<file path="src/design/frs_pkg.sv">
`default_nettype none
package frs_pkg;

	localparam int FRS_MAX_FRAME   = 512;
	localparam int FRS_SEQ_MODULUS = 64;
	localparam int SEQ_W           = 6;

	localparam logic [1:0] FUNC_PUSH  = 2'd0;
	localparam logic [1:0] FUNC_READ  = 2'd1;
	localparam logic [1:0] FUNC_RESET = 2'd2;

	localparam logic [1:0] ST_COMPLETE   = 2'd0;
	localparam logic [1:0] ST_INCOMPLETE = 2'd1;
	localparam logic [1:0] ST_ERROR      = 2'd2;
	localparam logic [1:0] ST_READ       = 2'd3;

	localparam logic [7:0] HDR_START = 8'h80;
	localparam logic [7:0] HDR_END   = 8'h40;

	typedef enum logic [1:0] {
		ACT_IDLE,
		ACT_ACCEPT,
		ACT_REJECT
	} act_t;

	typedef struct packed {
		logic [1:0] func;
		logic [7:0] data_byte;
		logic       fragment_last;
		logic [8:0] read_index;
	} in_item_t;

	typedef struct packed {
		logic [1:0] status;
		logic [9:0] total_len;
		logic [7:0] read_data;
	} out_item_t;

	// result of one accepted item, before the store read data is merged in
	typedef struct packed {
		logic       valid;
		logic [1:0] status;
		logic [9:0] total_len;
		logic       rd_zero;
	} res_t;

endpackage
`default_nettype wire

</file>
<file path="src/design/frs_frame_buf.sv">
`default_nettype none
module frs_frame_buf
	import frs_pkg::*;
#(
	parameter int DEPTH = FRS_MAX_FRAME,
	parameter int AW    = $clog2(FRS_MAX_FRAME)
) (
	input  wire logic          clk,
	input  wire logic          wr_en,
	input  wire logic [AW-1:0] wr_addr,
	input  wire logic [7:0]    wr_data,
	input  wire logic          rd_en,
	input  wire logic [AW-1:0] rd_addr,
	output logic [7:0]         rd_data
);

	logic [7:0] mem [DEPTH];

	always_ff @(posedge clk) begin
		if (wr_en) begin
			mem[wr_addr] <= wr_data;
		end
	end

	// hold read data until the next read so a stalled reply keeps its byte
	always_ff @(posedge clk) begin
		if (rd_en) begin
			rd_data <= mem[rd_addr];
		end
	end

endmodule
`default_nettype wire

</file>
<file path="src/design/frs_ctrl.sv">
`default_nettype none
module frs_ctrl
	import frs_pkg::*;
#(
	parameter int MAX_FRAME   = FRS_MAX_FRAME,
	parameter int SEQ_MODULUS = FRS_SEQ_MODULUS,
	parameter int AW          = $clog2(FRS_MAX_FRAME)
) (
	input  wire logic          clk,
	input  wire logic          arst_n,
	input  wire logic          accept,
	input  wire in_item_t      item,
	output logic               wr_en,
	output logic [AW-1:0]      wr_addr,
	output logic [7:0]         wr_data,
	output res_t               res
);

	localparam int LW = $clog2(MAX_FRAME + 1);

	logic [LW-1:0]    frame_len_q, frame_len_n;
	logic             assembling_q, assembling_n;
	logic [SEQ_W-1:0] exp_seq_q, exp_seq_n;
	logic             in_frag_q, in_frag_n;
	act_t             act_q, act_n;
	logic [LW-1:0]    pay_cnt_q, pay_cnt_n;
	logic             end_seen_q, end_seen_n;
	logic             ovf_q, ovf_n;

	logic [LW:0]      pos;
	logic             room;
	logic [SEQ_W-1:0] hdr_seq;
	logic [SEQ_W-1:0] seq_inc;

	assign pos     = {1'b0, frame_len_q} + {1'b0, pay_cnt_q};
	assign room    = pos < (LW + 1)'(MAX_FRAME);
	assign hdr_seq = item.data_byte[SEQ_W-1:0];
	assign seq_inc = (exp_seq_q == SEQ_W'(SEQ_MODULUS - 1)) ? '0 : exp_seq_q + SEQ_W'(1);

	assign wr_addr = AW'(pos);
	assign wr_data = item.data_byte;

	always_comb begin
		frame_len_n  = frame_len_q;
		assembling_n = assembling_q;
		exp_seq_n    = exp_seq_q;
		in_frag_n    = in_frag_q;
		act_n        = act_q;
		pay_cnt_n    = pay_cnt_q;
		end_seen_n   = end_seen_q;
		ovf_n        = ovf_q;
		wr_en        = 1'b0;
		res          = '0;
		if (accept) begin
			unique case (item.func)
				FUNC_READ: begin
					res.valid   = 1'b1;
					res.status  = ST_READ;
					res.rd_zero = 32'(item.read_index) >= MAX_FRAME;
				end
				FUNC_RESET: begin
					frame_len_n  = '0;
					assembling_n = 1'b0;
					exp_seq_n    = '0;
					in_frag_n    = 1'b0;
					act_n        = ACT_IDLE;
					pay_cnt_n    = '0;
					end_seen_n   = 1'b0;
					ovf_n        = 1'b0;
				end
				FUNC_PUSH: begin
					if (!in_frag_q) begin
						if (item.fragment_last) begin
							// header-only fragment
							frame_len_n  = '0;
							assembling_n = 1'b0;
							exp_seq_n    = '0;
							res.valid    = 1'b1;
							res.status   = ST_ERROR;
						end else begin
							if ((item.data_byte & HDR_START) != '0) begin
								frame_len_n  = '0;
								exp_seq_n    = '0;
								assembling_n = (hdr_seq == '0);
								act_n        = (hdr_seq == '0) ? ACT_ACCEPT : ACT_REJECT;
							end else if (!assembling_q) begin
								act_n = ACT_REJECT;
							end else if (hdr_seq != exp_seq_q) begin
								frame_len_n  = '0;
								assembling_n = 1'b0;
								exp_seq_n    = '0;
								act_n        = ACT_REJECT;
							end else begin
								act_n = ACT_ACCEPT;
							end
							in_frag_n  = 1'b1;
							end_seen_n = (item.data_byte & HDR_END) != '0;
							pay_cnt_n  = '0;
							ovf_n      = 1'b0;
						end
					end else begin
						if (act_q == ACT_ACCEPT && !ovf_q) begin
							if (room) begin
								wr_en     = 1'b1;
								pay_cnt_n = pay_cnt_q + LW'(1);
							end else begin
								ovf_n = 1'b1;
							end
						end
						if (item.fragment_last) begin
							in_frag_n  = 1'b0;
							act_n      = ACT_IDLE;
							res.valid  = 1'b1;
							if (act_q != ACT_ACCEPT || ovf_n) begin
								if (act_q == ACT_ACCEPT) begin
									frame_len_n  = '0;
									assembling_n = 1'b0;
									exp_seq_n    = '0;
								end
								res.status = ST_ERROR;
							end else begin
								frame_len_n = LW'(pos + (LW + 1)'(wr_en));
								exp_seq_n   = seq_inc;
								if (end_seen_q) begin
									assembling_n  = 1'b0;
									res.status    = ST_COMPLETE;
									res.total_len = 10'(pos + (LW + 1)'(wr_en));
								end else begin
									res.status = ST_INCOMPLETE;
								end
							end
						end
					end
				end
				default: begin
					// unused code: ignore
				end
			endcase
		end
	end

	always_ff @(posedge clk or negedge arst_n) begin
		if (!arst_n) begin
			frame_len_q  <= '0;
			assembling_q <= 1'b0;
			exp_seq_q    <= '0;
			in_frag_q    <= 1'b0;
			act_q        <= ACT_IDLE;
			pay_cnt_q    <= '0;
			end_seen_q   <= 1'b0;
			ovf_q        <= 1'b0;
		end else begin
			frame_len_q  <= frame_len_n;
			assembling_q <= assembling_n;
			exp_seq_q    <= exp_seq_n;
			in_frag_q    <= in_frag_n;
			act_q        <= act_n;
			pay_cnt_q    <= pay_cnt_n;
			end_seen_q   <= end_seen_n;
			ovf_q        <= ovf_n;
		end
	end

endmodule
`default_nettype wire

</file>
<file path="src/design/fragment_reassembler.sv">
// Fragment reassembler.
// Input channel item/item_valid/item_stall carries one operation per transfer:
// push a fragment byte, read back a frame byte by index, or reset the
// reassembler. The first pushed byte of a fragment is its header (start flag
// bit 7, end flag bit 6, sequence in bits 5..0); the rest is payload, written
// into the frame store as it arrives while the fragment is accepted and fits.
// Output channel result/result_valid/result_stall returns one transfer for a
// read and one at the last byte of each fragment (complete, incomplete or
// error). Other operations return nothing.
// Throughput: one operation per cycle while item_stall is low. A result passes
// through the read stage, registered with the store read, and then the output
// register before it is shown.
// Reset (arst_n low) clears the control state and empties the pipeline; the
// store contents are not cleared and no clearing pass is needed.
// When the receiver stalls, the output register holds its result and one more
// result is held in the read stage; input is stalled only when both are full.
`default_nettype none
module fragment_reassembler
	import frs_pkg::*;
#(
	parameter int MAX_FRAME   = FRS_MAX_FRAME,
	parameter int SEQ_MODULUS = FRS_SEQ_MODULUS
) (
	input  wire logic     clk,
	input  wire logic     arst_n,
	input  wire in_item_t item,
	input  wire logic     item_valid,
	output logic          item_stall,
	output out_item_t     result,
	output logic          result_valid,
	input  wire logic     result_stall
);

	localparam int AW = $clog2(MAX_FRAME);

	logic          accept;
	logic          adv;
	logic          wr_en;
	logic [AW-1:0] wr_addr;
	logic [7:0]    wr_data;
	logic          rd_en;
	logic [7:0]    rd_data;
	res_t          res;

	logic          valid_s1;
	logic [1:0]    status_s1;
	logic [9:0]    size_s1;
	logic          rd_zero_s1;

	assign adv        = !result_valid || !result_stall;
	assign item_stall = valid_s1 && !adv;
	assign accept     = item_valid && !item_stall;
	assign rd_en      = res.valid && (res.status == ST_READ);

	frs_ctrl #(
		.MAX_FRAME   (MAX_FRAME),
		.SEQ_MODULUS (SEQ_MODULUS),
		.AW          (AW)
	) u_ctrl (
		.clk     (clk),
		.arst_n  (arst_n),
		.accept  (accept),
		.item    (item),
		.wr_en   (wr_en),
		.wr_addr (wr_addr),
		.wr_data (wr_data),
		.res     (res)
	);

	frs_frame_buf #(
		.DEPTH (MAX_FRAME),
		.AW    (AW)
	) u_buf (
		.clk     (clk),
		.wr_en   (wr_en),
		.wr_addr (wr_addr),
		.wr_data (wr_data),
		.rd_en   (rd_en),
		.rd_addr (AW'(item.read_index)),
		.rd_data (rd_data)
	);

	always_ff @(posedge clk or negedge arst_n) begin
		if (!arst_n) begin
			valid_s1 <= 1'b0;
		end else if (accept) begin
			valid_s1 <= res.valid;
		end else if (adv) begin
			valid_s1 <= 1'b0;
		end
	end

	always_ff @(posedge clk) begin
		if (accept) begin
			status_s1  <= res.status;
			size_s1    <= res.total_len;
			rd_zero_s1 <= res.rd_zero;
		end
	end

	always_ff @(posedge clk or negedge arst_n) begin
		if (!arst_n) begin
			result_valid <= 1'b0;
		end else if (adv) begin
			result_valid <= valid_s1;
		end
	end

	always_ff @(posedge clk) begin
		if (adv) begin
			result.status    <= status_s1;
			result.total_len <= size_s1;
			result.read_data <= (status_s1 == ST_READ && !rd_zero_s1) ? rd_data : 8'd0;
		end
	end

	a_reset_silent: assert property (@(posedge clk) disable iff (!arst_n)
		accept && item.func == FUNC_RESET |=> !valid_s1)
		else $error("reset operation produced a result");

	a_read_no_size: assert property (@(posedge clk) disable iff (!arst_n)
		result_valid && result.status == ST_READ |-> result.total_len == 10'd0)
		else $error("read reply carries a frame size");

	a_data_only_read: assert property (@(posedge clk) disable iff (!arst_n)
		result_valid && result.status != ST_READ |-> result.read_data == 8'd0)
		else $error("fragment verdict carries read data");

endmodule
`default_nettype wire

</file>
<file path="config.mk">
export PLATFORM = sky130hd
export DESIGN_NAME = fragment_reassembler
export DESIGN_NICKNAME = d
export VERILOG_FILES = /design/src/design/frs_pkg.sv /design/src/design/frs_frame_buf.sv /design/src/design/frs_ctrl.sv /design/src/design/fragment_reassembler.sv
export SDC_FILE = /design/constraint.sdc
export NUM_CORES = 2
export LEC_CHECK = 0
export ABC_AREA = 1
export BUFFER_PORTS_ARGS = -buffer_cell sky130_fd_sc_hd__buf_4
export CAP_MARGIN = 30
export CORE_ASPECT_RATIO = 0.6
export CORE_MARGIN = 2
export CORE_UTILIZATION = 35
export CTS_CLUSTER_SIZE = 14
export DETAILED_ROUTE_END_ITERATION = 6
export PLACE_DENSITY = 0.6
export SLEW_MARGIN = 20
export SYNTH_ARGS = -nofsm -noshare
export SYNTH_HDL_FRONTEND = slang
export SYNTH_SLANG_ARGS = --single-unit
</file>
<file path="constraint.sdc">
create_clock -name clk -period 3.3 [get_ports clk]
set_input_delay 0.825 -clock clk [delete_from_list [all_inputs] [get_ports clk]]
set_output_delay 0.825 -clock clk [all_outputs]
set_load 0.005 [all_outputs]
</file>
==> impl_metrics.sql <==
INSERT INTO impl_metrics (metric_group, metric, value, unit) VALUES
('min_path', 'worst_hold_path.num_cells', '4', ''),
('min_path', 'kind_of_path_behind_the_tightest_hold_check', 'in -> reg', ''),
('sta', 'finalSetupViolCount', '0', ''),
('cells_and_area', 'final_util', '0.4135', ''),
('routing', 'vias', '117025', ''),
('global_routing', 'total_gr_overflow', '0', ''),
('power_and_ir_drop', 'pwr_density_cell', '533.1', 'mW/mm^2'),
('worst_setup_path', 'rr_startpoint', 'u_ctrl.frame_len_q[0]$_DFFE_PN0P_', ''),
('floorplan', 'core_area', '0.4806', 'mm^2'),
('worst_setup_path', 'slowest_stage', 'sky130_fd_sc_hd__dfrtp_1', ''),
('floorplan', 'fp.dieH', '542.5', 'um'),
('routing', 'detailedRoute.firstIterationViolations', '18041', ''),
('worst_setup_path', 'category_of_the_most_critical_setup_path', 'reg -> reg', ''),
('sta', 'finalHoldWorstSlack', '266.5', 'ps'),
('clock_network', 'clk_transition_reported_paths', '70', 'ps'),
('outcome', 'status', 'finished with violations', ''),
('routing', 'drcViolationCount', '1', ''),
('yosys', 'netlist_area_pre_place', '0.1692', 'mm^2'),
('worst_setup_path', 'regToRegEndpoint', 'u_buf.mem[261][0]$_DFFE_PP_', ''),
('clock_network', 'clkLatencyLatePin', '980', 'ps'),
('sta', 'worst_pin_slew', '955.0', 'ps'),
('placed_design', 'hpwlAfterDp', '323700', 'um'),
('placed_design', 'portBuffers', '45', ''),
('global_routing', 'overall_global_routing_usage', '0.2064', ''),
('flow_run', 'max_cap_viol_count', '0', ''),
('floorplan', 'initial_utilization', '0.3519', ''),
('global_routing', 'pin_count_of_the_biggest_net_entering_global_routing', '157', ''),
('clock_network', 'clock_tree.buffer_depth', '4', ''),
('worst_setup_path', 'timing.reg2reg.setup_slack', '60', 'ps'),
('sta', 'final-max-slew-violation-count', '0', ''),
('yosys', 'seq_area_frac_synth', '0.7393', ''),
('worst_setup_path', 'worst_setup_path_start_kind', 'flip-flop', ''),
('sta', 'final_critical_path_setup_slack', '55.56', 'ps'),
('clock_network', 'cts-htree-levels', '5', ''),
('cells_and_area', 'synthToLayoutAreaGrowth', '17.49', '%'),
('routing', 'drt_pre_antenna_iters', '7', ''),
('routing', 'route.detailed.wl_per_inst', '24.28', 'um'),
('clock_network', 'tritoncts_clock_tree', 'built', ''),
('worst_setup_path', 'critical_path_end_type', 'flip-flop', ''),
('floorplan', 'die_width', '901.5', 'um'),
('floorplan', 'num_rows', '197', ''),
('routing', 'ratio_of_routed_vias_to_standard_cells', '5.391', ''),
('min_path', 'holdPathEnd', 'u_ctrl.in_frag_q$_DFFE_PN0P_', ''),
('sta', 'min_period_over_period', '0.9832', ''),
('floorplan', 'floorplan.io_pins', '46', ''),
('clock_network', 'clock-sinks', '4170', ''),
('yosys', 'postSynthAreaPerCell', '11.83', 'um^2'),
('worst_setup_path', 'cp_cell_sequence', 'ha_2 > fa_2 > nand2_2 > nand3_4 > a21oi_4 > nand3_4 > nor3_4 > buf_12 > clkbuf_16 > nand4_1 > buf_4 > buf_4 > nor2_1 > buf_4', ''),
('sta', 'period_needed', '3244', 'ps'),
('clock_network', 'cts_root_buffer', 'sky130_fd_sc_hd__clkbuf_16', ''),
('sta', 'timing.final.hold_violations', '0', ''),
('placed_design', 'post-place-ws', '-792.3', 'ps'),
('sta', 'final.setup_skew', '63.40', 'ps'),
('global_routing', 'grt_antenna_before_repair', '22', ''),
('cells_and_area', 'finish.net_count', '15151', ''),
('routing', 'drtAntennaViolNets', '0', ''),
('power_and_ir_drop', 'design_power_total', '106.0', 'mW'),
('yosys', 'cell_count_after_synthesis', '14304', ''),
('power_and_ir_drop', 'cellLeakagePower', '70.14', 'nW'),
('placed_design', 'final_weighted_congestion_of_routability_driven_global_placement', '0.8850', ''),
('yosys', 'synth_cell_types', '41', ''),
('outcome', 'violations', 'design-rule violations', ''),
('yosys', 'postSynthRegisterBits', '4170', ''),
('worst_setup_path', 'worstPathArrival', '3900', 'ps'),
('worst_setup_path', 'cpPeakStageDelay', '390', 'ps'),
('cells_and_area', 'drive_above_1_share', '0.1302', ''),
('yosys', 'synth.net_count', '14343', ''),
('worst_setup_path', 'required_time_of_the_critical_path', '3960', 'ps'),
('sta', 'max_freq', '308.2', 'MHz'),
('worst_setup_path', 'crit_path_frequent_cell', 'sky130_fd_sc_hd__buf_4', ''),
('worst_setup_path', 'timing.reg2reg.worst_path_depth', '14', '');
==> layout make-up <==
| type | instances | area [um^2] |
|---|---|---|
| multi-input cells | 9049 | 40150 |
| clock buffers | 461 | 9599 |
| inverters | 94 | 391.6 |
| well taps | 6368 | 7968 |
| flip-flops and latches | 4170 | 125100 |
| fillers | 44581 | 281900 |
| diodes | 7 | 17.52 |
| clock inverters | 128 | 943.4 |
| repair buffers | 1432 | 14610 |
==> logic make-up (layout without fill, tap and decap cells) <==
kind of cell	Yosys count	in the layout	share of synthesized area
AND/OR/NAND/NOR	8967	8967	0.2313
flip-flops	4170	4170	0.7393
buffers and inverters	1085	2115	0.02573
AO/OA/AOI/OAI	49	49	0.001546
XOR/XNOR	18	18	0.0009764
adder cells (fa/ha/maj)	15	15	0.001154
other	0	7	0
==> flip-flops by register name, summed over array words and instances (netlist names) <==
register,flops
u_ctrl.pay_cnt_q,10
u_ctrl.ovf_q,1
result_valid,1
status_s1,2
u_ctrl.act_q,2
size_s1,10
u_buf.mem,4096
u_ctrl.end_seen_q,1
valid_s1,1
result,20
u_buf.rd_data,8
u_ctrl.frame_len_q,10
u_ctrl.assembling_q,1
u_ctrl.exp_seq_q,6
u_ctrl.in_frag_q,1
==> cell usage in the layout, fill, tap and decap left out, drive strengths merged, types with 2 or more instances in the layout <==
cell type     n
a21boi        2
a21oi        10
buf        1422
bufbuf        2
bufinv        7
clkbuf      468
clkinv      109
clkinvlp      2
dfrtp        34
diode         7
edfxtp     4136
ha           14
inv         104
nand2      4218
nand3      4112
nand4        21
nor2        587
nor3         18
nor4          5
o21ai        33
xnor2         2
xor2         16
==> cell usage after synthesis (all sizes together) <==
| cell | n | area share |
|---|---|---|
| nor2b | 1 | 0.000037 |
| nand4 | 21 | 0.0016 |
| o21bai | 1 | 0.000044 |
| nor3 | 18 | 0.00066 |
| fa | 1 | 0.00012 |
| edfxtp | 4136 | 0.73 |
| and2 | 1 | 0.000037 |
| nor3b | 1 | 0.000044 |
| inv | 94 | 0.0021 |
| xnor2 | 2 | 0.00010 |
| o21ai | 33 | 0.00098 |
| clkbuf | 746 | 0.017 |
| a31oi | 1 | 0.000037 |
| a21boi | 2 | 0.00011 |
| xor2 | 16 | 0.00087 |
| ha | 14 | 0.0010 |
| nand2 | 4218 | 0.094 |
| o22ai | 1 | 0.000037 |
| nand3 | 4112 | 0.12 |
| a21oi | 10 | 0.00030 |
| buf | 245 | 0.0071 |
| nor4 | 5 | 0.00018 |
| nor2 | 587 | 0.013 |
| nor4b | 1 | 0.000052 |
| o31ai | 1 | 0.000044 |
| dfrtp | 34 | 0.0050 |
| nand3b | 1 | 0.000044 |
| or2 | 1 | 0.000037 |
==> worst max-delay path: cells and delay by family, from the launching register on <==
family / cells / cell delay, ps
AND/OR/NAND/NOR: 6 / 840
AO/OA/AOI/OAI: 1 / 200
flip-flops: 1 / 390
adder cells (fa/ha/maj): 2 / 580
buffers and inverters: 5 / 940
==> per-layer routing <==
layer / up-vias / GRT usage / wire [um]
li1: 52411 / - / -
met1: 57351 / 0.3274 / 235800
met2: 6559 / 0.2759 / 209900
met3: 696 / 0.05803 / 69170
met4: 8 / 0.04642 / 12040
met5: - / 0 / 49
==> worst max path at each step <==
stage	start	end	slack (ps)	cells past startpoint
floorplan	result_stall	u_buf.mem[332][0]$_DFFE_PP_	70	9
global placement	item[1]	u_buf.rd_data[7]$_DFFE_PP_	-820	14
detailed placement	item[1]	u_buf.rd_data[7]$_DFFE_PP_	-790	14
CTS	u_ctrl.pay_cnt_q[4]$_DFFE_PN0P_	u_buf.mem[173][3]$_DFFE_PP_	-20	15
global route	u_ctrl.pay_cnt_q[0]$_DFFE_PN0P_	u_buf.mem[139][7]$_DFFE_PP_	-50	14
finish	u_ctrl.frame_len_q[0]$_DFFE_PN0P_	u_buf.mem[261][0]$_DFFE_PP_	60	14
==> stage by stage <==
stage / cells / cell area, um^2 / TNS, ps
floorplan: 14304 / 169200 / 0
global placement: 21085 / 187100 / -60130
detailed placement: 21085 / 187100 / -59340
CTS: 21685 / 197900 / -329.6
global route: 21703 / 198700 / -2880
finish: 21709 / 198700 / 0
==> timing repair <==
action / in CTS / in global routing
gates cloned: 3 / 8
resized for setup: 27 / 139
pin swaps: 1 / 8
hold buffers: 1 / 0
buffers inserted: 7 / 10
endpoints found under the hold margin: 34 / 0
setup endpoints to repair: 1665 / 4070
==> report_power, final <==
group | switching, mW | internal [mW] | leakage [nW] | total [mW]
Sequential | 0.0200 | 58.2 | 37.7 | 58.2
Combinational | 5.26 | 2.02 | 27.3 | 7.28
Clock | 19.4 | 21.1 | 5.13 | 40.5
Power figures use the tool's default switching activity.
